## src/design/ultrasonic_echo_ranger_defines.svh

```systemverilog
// Assertion helpers used by the ranger top level.
`ifndef ULTRASONIC_ECHO_RANGER_DEFINES_SVH
`define ULTRASONIC_ECHO_RANGER_DEFINES_SVH

// same-cycle implication, sampled on clk, idle during reset
`define UER_ASSERT_NOW(lbl, ante, cons, msg) \
	lbl: assert property (@(posedge clk) disable iff (!arst_n) (ante) |-> (cons)) \
		else $error(msg);

// next-cycle implication
`define UER_ASSERT_NEXT(lbl, ante, cons, msg) \
	lbl: assert property (@(posedge clk) disable iff (!arst_n) (ante) |=> (cons)) \
		else $error(msg);

`endif

```

## src/design/uer_pkg.sv

```systemverilog
package uer_pkg;

	localparam int NUM_SENSORS_DEF = 5;
	localparam int TICKS_PER_US    = 80;
	localparam int US_PER_CM       = 58;

	localparam int SENS_W     = 3;
	localparam int LINES_W    = 5;
	localparam int LEAD_W     = 16;
	localparam int TRIG_W     = 16;
	localparam int PULSE_W    = 24;
	localparam int DIST_W     = 12;
	localparam int CFG_IDX_W  = 2;
	localparam int CFG_DATA_W = 24;
	localparam int IN_TDATA_W  = 16;
	localparam int OUT_TDATA_W = 40;

	localparam logic [PULSE_W-1:0] CNT_MAX  = '1;
	localparam logic [DIST_W-1:0]  DIST_MAX = '1;

	localparam logic [LEAD_W-1:0]  LEAD_RST    = 16'd399;
	localparam logic [TRIG_W-1:0]  TRIG_RST    = 16'd798;
	localparam logic [PULSE_W-1:0] HOLDOFF_RST = 24'd2400000;
	localparam logic [PULSE_W-1:0] MAXP_RST    = 24'd1000000;

	// ticks per cm, done as a reciprocal multiply exact over the full pulse range
	localparam int DIV_CM    = TICKS_PER_US * US_PER_CM;
	localparam int DIV_SHIFT = PULSE_W + $clog2(DIV_CM);
	localparam int RECIP_W   = PULSE_W + 1;
	localparam int PROD_W    = PULSE_W + RECIP_W;
	localparam logic [63:0] RECIP_FULL =
		((64'd1 << DIV_SHIFT) + 64'(DIV_CM) - 64'd1) / 64'(DIV_CM);
	localparam logic [RECIP_W-1:0] RECIP = RECIP_FULL[RECIP_W-1:0];

	typedef enum logic [1:0] {
		PH_IDLE,
		PH_LEAD,
		PH_TRIG,
		PH_LISTEN
	} phase_t;

	typedef enum logic [CFG_IDX_W-1:0] {
		REG_LEAD_TICKS,
		REG_TRIGGER_TICKS,
		REG_HOLDOFF_TICKS,
		REG_MAX_PULSE
	} cfg_reg_t;

	typedef struct packed {
		logic [LEAD_W-1:0]  lead_ticks;
		logic [TRIG_W-1:0]  trigger_ticks;
		logic [PULSE_W-1:0] holdoff_ticks;
		logic [PULSE_W-1:0] max_pulse;
	} cfg_t;

	typedef struct packed {
		logic              done;
		logic              in_range;
		logic [SENS_W-1:0] sensor;
		logic [DIST_W-1:0] distance;
	} done_t;

	// first member sits in the top bits
	typedef struct packed {
		logic [SENS_W-1:0]  read_sensor;
		logic [LINES_W-1:0] echo_levels;
		logic [SENS_W-1:0]  sensor_select;
		logic               start_req;
	} in_word_t;

	typedef struct packed {
		logic [DIST_W-1:0]  read_distance;
		logic [DIST_W-1:0]  new_distance;
		logic               in_range;
		logic [SENS_W-1:0]  done_sensor;
		logic               done_res;
		logic               busy_res;
		logic [LINES_W-1:0] trigger_lines;
	} res_t;

	function automatic logic [PULSE_W-1:0] sat_inc(input logic [PULSE_W-1:0] v);
		sat_inc = (v == CNT_MAX) ? CNT_MAX : v + 1'b1;
	endfunction

endpackage

```

## src/design/ultrasonic_echo_ranger.sv

```systemverilog
// channel   | side   | width | contents
// s_axis    | in     | 16    | one timebase tick: start, sensor, echo levels, read index
// m_axis    | out    | 40    | per-tick result: trigger lines, status, distances
// cfg       | in     | 24    | register write, no read-back
//
// One word in, one word out; a new word is taken every cycle while s_axis_tready is high.
// Accepted words go to the result register, or to the skid under a stall; sequencer and
// reciprocal-multiply scaling sit between the state and the result register.
// A two-deep output (result register plus skid) takes one more word while m_axis
// stalls; s_axis_tready drops only while the skid is full.
// arst_n clears control state, config to its defaults and the distance table.
module ultrasonic_echo_ranger #(
	parameter int NUM_SENSORS = uer_pkg::NUM_SENSORS_DEF
) (
	input  logic                             clk,
	input  logic                             arst_n,
	input  logic                             s_axis_tvalid,
	output logic                             s_axis_tready,
	// [0] start_req, [3:1] sensor_select, [8:4] echo_levels, [11:9] read_sensor
	input  logic [uer_pkg::IN_TDATA_W-1:0]   s_axis_tdata,
	output logic                             m_axis_tvalid,
	input  logic                             m_axis_tready,
	// [4:0] trigger_lines, [5] busy_res, [6] done_res, [9:7] done_sensor,
	// [10] in_range, [22:11] new_distance, [34:23] read_distance
	output logic [uer_pkg::OUT_TDATA_W-1:0]  m_axis_tdata,
	input  logic                             cfg_we,
	input  logic [uer_pkg::CFG_IDX_W-1:0]    cfg_idx,
	input  logic [uer_pkg::CFG_DATA_W-1:0]   cfg_data
);
	import uer_pkg::*;

	`include "ultrasonic_echo_ranger_defines.svh"

	cfg_t     cfg_q;
	in_word_t in_w;
	logic     step;
	logic     out_take;

	logic [LINES_W-1:0] trig;
	logic               busy;
	done_t              done;
	logic [DIST_W-1:0]  rd_dist;
	res_t               res_d;

	res_t out_q, skid_q;
	logic out_vld_q, skid_vld_q;

	always_ff @(posedge clk or negedge arst_n) begin
		if (!arst_n) begin
			cfg_q.lead_ticks    <= LEAD_RST;
			cfg_q.trigger_ticks <= TRIG_RST;
			cfg_q.holdoff_ticks <= HOLDOFF_RST;
			cfg_q.max_pulse     <= MAXP_RST;
		end else if (cfg_we) begin
			case (cfg_reg_t'(cfg_idx))
				REG_LEAD_TICKS:    cfg_q.lead_ticks    <= cfg_data[LEAD_W-1:0];
				REG_TRIGGER_TICKS: cfg_q.trigger_ticks <= cfg_data[TRIG_W-1:0];
				REG_HOLDOFF_TICKS: cfg_q.holdoff_ticks <= cfg_data[PULSE_W-1:0];
				REG_MAX_PULSE:     cfg_q.max_pulse     <= cfg_data[PULSE_W-1:0];
				default: ;
			endcase
		end
	end

	assign in_w          = in_word_t'(s_axis_tdata[$bits(in_word_t)-1:0]);
	assign s_axis_tready = !skid_vld_q;
	assign step          = s_axis_tvalid && s_axis_tready;
	assign out_take      = out_vld_q && m_axis_tready;

	uer_seq #(
		.NUM_SENSORS (NUM_SENSORS)
	) u_seq (
		.clk           (clk),
		.arst_n        (arst_n),
		.step          (step),
		.start_req     (in_w.start_req),
		.sensor_select (in_w.sensor_select),
		.echo_levels   (in_w.echo_levels),
		.cfg           (cfg_q),
		.trigger_lines (trig),
		.busy          (busy),
		.done          (done)
	);

	uer_tbl #(
		.NUM_SENSORS (NUM_SENSORS)
	) u_tbl (
		.clk           (clk),
		.arst_n        (arst_n),
		.wr_en         (step && done.in_range),
		.wr_sensor     (done.sensor),
		.wr_distance   (done.distance),
		.read_sensor   (in_w.read_sensor),
		.read_distance (rd_dist)
	);

	always_comb begin
		res_d.trigger_lines = trig;
		res_d.busy_res      = busy;
		res_d.done_res      = done.done;
		res_d.done_sensor   = done.sensor;
		res_d.in_range      = done.in_range;
		res_d.new_distance  = done.distance;
		res_d.read_distance = rd_dist;
	end

	always_ff @(posedge clk or negedge arst_n) begin
		if (!arst_n) begin
			out_vld_q  <= 1'b0;
			skid_vld_q <= 1'b0;
		end else if (out_take || !out_vld_q) begin
			if (skid_vld_q) begin
				out_vld_q  <= 1'b1;
				skid_vld_q <= 1'b0;
			end else begin
				out_vld_q <= step;
			end
		end else if (step) begin
			skid_vld_q <= 1'b1;
		end
	end

	always_ff @(posedge clk) begin
		if (out_take || !out_vld_q)
			out_q <= skid_vld_q ? skid_q : res_d;
		else if (step)
			skid_q <= res_d;
	end

	assign m_axis_tvalid = out_vld_q;
	assign m_axis_tdata  = OUT_TDATA_W'(out_q);

	`UER_ASSERT_NOW(a_skid_behind_out, skid_vld_q, out_vld_q,
		"skid word held with empty result register")
	`UER_ASSERT_NEXT(a_stall_to_skid, step && out_vld_q && !m_axis_tready, skid_vld_q,
		"word accepted under stall not parked in skid")
	`UER_ASSERT_NOW(a_trig_onehot, out_vld_q, $onehot0(out_q.trigger_lines),
		"more than one trigger line driven")
	`UER_ASSERT_NOW(a_done_idle, out_vld_q && out_q.done_res,
		!out_q.busy_res && out_q.trigger_lines == '0,
		"completion word still busy or triggering")

endmodule

```

## src/design/uer_seq.sv

```systemverilog
module uer_seq #(
	parameter int NUM_SENSORS = uer_pkg::NUM_SENSORS_DEF
) (
	input  logic                         clk,
	input  logic                         arst_n,
	input  logic                         step,
	input  logic                         start_req,
	input  logic [uer_pkg::SENS_W-1:0]   sensor_select,
	input  logic [uer_pkg::LINES_W-1:0]  echo_levels,
	input  uer_pkg::cfg_t                cfg,
	output logic [uer_pkg::LINES_W-1:0]  trigger_lines,
	output logic                         busy,
	output uer_pkg::done_t               done
);
	import uer_pkg::*;

	localparam int SEL_N = 2 ** SENS_W;
	localparam logic [SENS_W:0] NUM_LIM = (SENS_W + 1)'(NUM_SENSORS);

	phase_t             phase_q, phase_d;
	logic [PULSE_W-1:0] phase_count_q, phase_count_d;
	logic [PULSE_W-1:0] pulse_count_q, pulse_count_d;
	logic               high_seen_q, high_seen_d;
	logic               echo_captured_q, echo_captured_d;
	logic [SENS_W-1:0]  active_q, active_d;
	logic               hit;
	logic [SEL_N-1:0]   echo_ext;
	logic               level;

	logic [SEL_N-1:0]   trig_ext;
	logic [PROD_W-1:0]  prod;
	logic [PULSE_W-1:0] quot;
	logic [DIST_W-1:0]  dist_cm;
	logic               in_r;

	// next state
	always_comb begin
		phase_d         = phase_q;
		phase_count_d   = phase_count_q;
		pulse_count_d   = pulse_count_q;
		high_seen_d     = high_seen_q;
		echo_captured_d = echo_captured_q;
		active_d        = active_q;
		hit             = 1'b0;
		echo_ext        = SEL_N'(echo_levels);
		level           = echo_ext[active_q];
		case (phase_q)
			PH_IDLE: begin
				if (start_req && ({1'b0, sensor_select} < NUM_LIM)) begin
					active_d        = sensor_select;
					phase_d         = PH_LEAD;
					phase_count_d   = '0;
					pulse_count_d   = '0;
					high_seen_d     = 1'b0;
					echo_captured_d = 1'b0;
				end
			end
			default: begin
				if (phase_d == PH_LEAD &&
				    phase_count_d >= {{(PULSE_W-LEAD_W){1'b0}}, cfg.lead_ticks}) begin
					phase_d       = PH_TRIG;
					phase_count_d = '0;
				end
				if (phase_d == PH_TRIG &&
				    phase_count_d >= {{(PULSE_W-TRIG_W){1'b0}}, cfg.trigger_ticks}) begin
					phase_d       = PH_LISTEN;
					phase_count_d = '0;
				end
				phase_count_d = sat_inc(phase_count_d);
				if (!echo_captured_q) begin
					if (level) begin
						pulse_count_d = high_seen_q ? sat_inc(pulse_count_q) : PULSE_W'(1);
						high_seen_d   = 1'b1;
					end else if (high_seen_q) begin
						echo_captured_d = 1'b1;
						high_seen_d     = 1'b0;
					end
				end
				if (phase_d == PH_LISTEN && echo_captured_d &&
				    phase_count_d >= cfg.holdoff_ticks) begin
					hit           = 1'b1;
					phase_d       = PH_IDLE;
					phase_count_d = '0;
				end
			end
		endcase
	end

	// outputs; the count is final by completion, so the stored value is scaled
	always_comb begin
		trig_ext      = SEL_N'(1) << active_q;
		trigger_lines = (phase_d == PH_TRIG) ? trig_ext[LINES_W-1:0] : '0;
		busy          = (phase_d != PH_IDLE);
		prod          = PROD_W'(pulse_count_q) * PROD_W'(RECIP);
		quot          = PULSE_W'(prod >> DIV_SHIFT);
		dist_cm       = (quot > PULSE_W'(DIST_MAX)) ? DIST_MAX : quot[DIST_W-1:0];
		in_r          = (pulse_count_q < cfg.max_pulse);
		done.done     = hit;
		done.in_range = hit & in_r;
		done.sensor   = hit ? active_q : '0;
		done.distance = (hit && in_r) ? dist_cm : '0;
	end

	always_ff @(posedge clk or negedge arst_n) begin
		if (!arst_n) begin
			phase_q         <= PH_IDLE;
			phase_count_q   <= '0;
			pulse_count_q   <= '0;
			high_seen_q     <= 1'b0;
			echo_captured_q <= 1'b0;
			active_q        <= '0;
		end else if (step) begin
			phase_q         <= phase_d;
			phase_count_q   <= phase_count_d;
			pulse_count_q   <= pulse_count_d;
			high_seen_q     <= high_seen_d;
			echo_captured_q <= echo_captured_d;
			active_q        <= active_d;
		end
	end

endmodule

```

## src/design/uer_tbl.sv

```systemverilog
module uer_tbl #(
	parameter int NUM_SENSORS = uer_pkg::NUM_SENSORS_DEF
) (
	input  logic                        clk,
	input  logic                        arst_n,
	input  logic                        wr_en,
	input  logic [uer_pkg::SENS_W-1:0]  wr_sensor,
	input  logic [uer_pkg::DIST_W-1:0]  wr_distance,
	input  logic [uer_pkg::SENS_W-1:0]  read_sensor,
	output logic [uer_pkg::DIST_W-1:0]  read_distance
);
	import uer_pkg::*;

	logic [DIST_W-1:0] dist_q [NUM_SENSORS];
	logic [DIST_W-1:0] rd_val;

	always_comb begin
		rd_val = '0;
		for (int i = 0; i < NUM_SENSORS; i++) begin
			if (read_sensor == SENS_W'(i))
				rd_val = dist_q[i];
		end
		// show this tick's write on the same word
		read_distance = (wr_en && read_sensor == wr_sensor) ? wr_distance : rd_val;
	end

	always_ff @(posedge clk or negedge arst_n) begin
		if (!arst_n) begin
			for (int i = 0; i < NUM_SENSORS; i++)
				dist_q[i] <= '0;
		end else begin
			for (int i = 0; i < NUM_SENSORS; i++) begin
				if (wr_en && wr_sensor == SENS_W'(i))
					dist_q[i] <= wr_distance;
			end
		end
	end

endmodule
```

## config.mk

```make
export PLATFORM = sky130hd
export DESIGN_NAME = ultrasonic_echo_ranger
export DESIGN_NICKNAME = d
export VERILOG_FILES = /design/src/design/uer_pkg.sv /design/src/design/ultrasonic_echo_ranger.sv /design/src/design/uer_seq.sv /design/src/design/uer_tbl.sv
export VERILOG_INCLUDE_DIRS = /design/src /design/src/design
export SDC_FILE = /design/constraint.sdc
export NUM_CORES = 1
export LEC_CHECK = 0
export ABC_AREA = 0
export ABC_CLOCK_PERIOD_IN_PS = 18820
export BUFFER_PORTS_ARGS = -buffer_cell sky130_fd_sc_hd__buf_4
export CORE_MARGIN = 1.5
export CORE_UTILIZATION = 51
export CTS_CLUSTER_SIZE = 25
export DETAILED_ROUTE_END_ITERATION = 6
export PLACE_DENSITY_LB_ADDON = 0.05
export SLEW_MARGIN = 30
export SYNTH_ARGS = -nofsm -noshare
export SYNTH_HDL_FRONTEND = slang
export SYNTH_HIERARCHICAL = 1
export SYNTH_SLANG_ARGS = --single-unit
```

## constraint.sdc

```tcl
create_clock -name clk -period 18.82 [get_ports clk]
set_clock_uncertainty 0.15 [all_clocks]
set_input_delay 0 -clock clk [delete_from_list [all_inputs] [get_ports clk]]
set_output_delay 0 -clock clk [all_outputs]
set_load 0.005 [all_outputs]
```

==> flow_metrics.py <==
metrics = {
    "outcome": {
        "status": "complete, but fails checks",
        "failed_checks": "hold timing",
    },
    "layout": {
        "nets": 2724,
        "most-common-layout-cells": "347 x inv_1, 314 x ha_1, 206 x fa_1",
        "design_area_um2": 25500,
        "multi_input_area_um2": 14400,
        "seqCellArea_um2": 7070,
        "syn_to_final_growth_pct": 11.0,
        "final_common_cell": "inv_1",
        "n_fill_cell": 3831,
        "drive_above_1_share": 0.173,
    },
    "synth": {
        "yosys.area.top_type": "dfrtp_1",
        "synthTopCellsByArea": "dfrtp_1 18%, fa_1 18%, ha_1 17%, edfxtp_1 9.1%, mux2_2 8.7%",
        "ys_seq_elements": 267,
        "synth_edf_count": 70,
        "syn_area_um2": 23000,
        "syn_area_per_cell_um2": 11.2,
        "synth_top_area_frac": 0.185,
        "synth_seq_area_share": 0.307,
        "synthDistinctLibCells": 81,
        "async_reset_ff_frac": 0.738,
        "syn_inst": 2050,
        "yosysWarnings": 6,
        "synth_ff_type": "dfrtp_1",
    },
    "clock_network": {
        "cts_root_buf": "clkbuf_16",
        "cts_buffers": 27,
        "cts_tree": "done",
        "cts_num_sinks": 267,
        "clock_latency_ns": 0.55,
        "post_cts_resized": 0,
        "clk_path_buf_depth": 3,
        "cts.clk_slew.worst_paths_ns": 0.06,
        "cts.htree.levels": 1,
    },
    "detailed_routing": {
        "wl_per_cell_um": 20.1,
        "drtIter0Drc": 976,
        "vias_per_cell": 5.59,
        "drc": 0,
        "routed_wirelength_um": 55600,
        "ant_nets": 0,
        "drt_pass1_iterations": 5,
        "via_count": 15495,
    },
    "timing": {
        "rsz0062_at_grt": "false",
        "tightest_slew_ns": 0.943,
        "setup-violations-final": 0,
        "max_slew_margin": 0.368,
        "hold_viol": 2,
        "finalCriticalPeriod_ns": 11.23,
        "finalMaxSlewViolations": 0,
        "setup_ws_ns": 7.59,
        "timing.final.crit_share": 0.597,
        "holdWs_ns": -0.0169,
        "timing.setup.tns_ns": 0,
        "clock.fmax_ghz": 0.0890,
    },
    "placement": {
        "place_ws_ns": 7.26,
        "placed_area_um2": 24200,
        "port_buffers": 79,
        "place_hpwl_um": 43400,
        "finalWeightedCongestion": 0.893,
    },
    "worst_setup_path": {
        "startpoint_type": "register",
        "critPathSlowestCell": "nor3b_2",
        "cp_slowest_stage_delay_ns": 0.81,
        "crit_family": "simple AND/OR/NAND/NOR gates",
        "path_class": "register to register",
        "cp.required_ns": 19.08,
        "end_kind": "register",
        "cpMostUsedCell": "a21o_1",
        "cp_max_fo": 23,
        "path_buf_inv": 2,
        "critPathArrivalTime_ns": 11.50,
    },
    "die": {
        "coreArea_um2": 44300,
        "io_pins": 89,
        "rows": 77,
        "die_area_um2": 46400,
        "start_util": 0.519,
        "die_x_um": 215,
        "die_y_um": 215,
    },
    "power": {
        "p_leak_nw": 13.5,
        "power.density_nw_per_um2": 65.9,
        "ir_worst_vdd_v": 0.0000658,
    },
    "flow_run": {
        "maxCapViolCount": 0,
    },
    "grt": {
        "grt_pass1_wl_um": 89800,
        "grt_pass1_vias": 16144,
        "overflow": 0,
        "antenna_found_initial": 1,
        "grt_usage": 0.247,
        "grt_max_degree": 81,
    },
    "hold_path": {
        "hold_path_class": "input port to register",
    },
}
[final timing paths]
| check | startpoint | to | slack, ns | cells past startpoint |
|---|---|---|---|---|
| worst min-delay path | m_axis_tready | skid_vld_q$_DFFE_PN0P_ | -0.02 | 3 |
| min in group asynchronous | arst_n | u_tbl/dist_q[13]$_DFFE_PN0P_ | 0.46 | 4 |
| worst max-delay path | u_seq/phase_count_q[13]$_DFFE_PN0P_ | u_tbl/dist_q[55]$_DFFE_PN0P_ | 7.59 | 40 |
| max in group asynchronous | arst_n | u_seq/phase_count_q[10]$_DFFE_PN0P_ | 17.23 | 4 |
| worst max register to register | u_seq/phase_count_q[13]$_DFFE_PN0P_ | u_tbl/dist_q[55]$_DFFE_PN0P_ | 7.59 | 40 |
| worst min register to register | cfg_q[25]$_DFFE_PN0P_ | cfg_q[25]$_DFFE_PN0P_ | 0.35 | 1 |
[cell usage after synthesis (all sizes together), types with 35 or more instances]
master / number
o21ai: 62
nor2: 75
edfxtp: 70
fa: 206
a21o: 36
mux2: 178
ha: 314
a21oi: 77
buf: 35
dfrtp: 170
inv: 347
nand2: 70
[logic make-up after synthesis]
group / count (synthesis) / synth area share
simple gates: 317 / 0.0723
buf+inv: 407 / 0.0707
xor+xnor: 31 / 0.0118
flops: 267 / 0.307
compound gates: 314 / 0.0943
mux: 193 / 0.0936
fa+ha+maj: 520 / 0.350
other cells: 1 / 0.000163
[metal layers]
layer | vias to the layer above | global-route usage | share of wire
met5 | - | 0 | 0
met2 | 337 | 0.399 | 0.47
met3 | 63 | 0.0330 | 0.046
met4 | 0 | 0.0492 | 0.021
li1 | 7228 | - | -
met1 | 7867 | 0.359 | 0.47
[cell type report]
cell class                 instances  share of cell area
multi-input combinational       1380               0.562
clock inverter                    11             0.00622
clock buffer                      38              0.0300
antenna                            1           0.0000980
inverter                         347              0.0510
tap                              592              0.0290
sequential                       267               0.277
timing repair buffer             134              0.0444
[stage by stage]
step           instances  hold WS, ns  total power [mW]   util
2_1_floorplan       2054       -0.446             0.984      -
3_3_place_gp        2680       -0.157              1.10  0.545
3_5_place_dp        2680       -0.152              1.11  0.545
4_1_cts             2769       0.0210              1.70  0.576
5_1_grt             2770       0.0349              1.78  0.576
6_report            2770      -0.0169              1.68  0.576
[report_power, final]
part	internal, mW	leakage [nW]	total [mW]	switching (mW)
sequential	0.659	3.22	0.707	0.0477
combinational	0.188	9.78	0.408	0.220
clock	0.338	0.457	0.568	0.229
[timing repair]
item,in CTS,in global routing
buffers inserted,0,0
hold endpoints to repair,226,0
hold buffers,40,0
endpoints found under the setup margin,0,0
[worst min-delay path: cells and delay by family]
| kind | cells | cell delay (ns) |
|---|---|---|
| buffers and inverters | 1 | 0.08 |
| AND/OR/NAND/NOR | 2 | 0.55 |
[sequential cells by signal, summed over array words and instances, names as in the netlist]
name / count
m_axis_tvalid: 1
u_seq/echo_captured_q: 1
u_seq/phase_q: 2
skid_q: 35
skid_vld_q: 1
m_axis_tdata: 35
u_seq/pulse_count_q: 24
u_tbl/dist_q: 60
u_seq/active_q: 3
cfg_q: 80
u_seq/high_seen_q: 1
u_seq/phase_count_q: 24
Note: power is estimated with default switching activity, not from simulation.
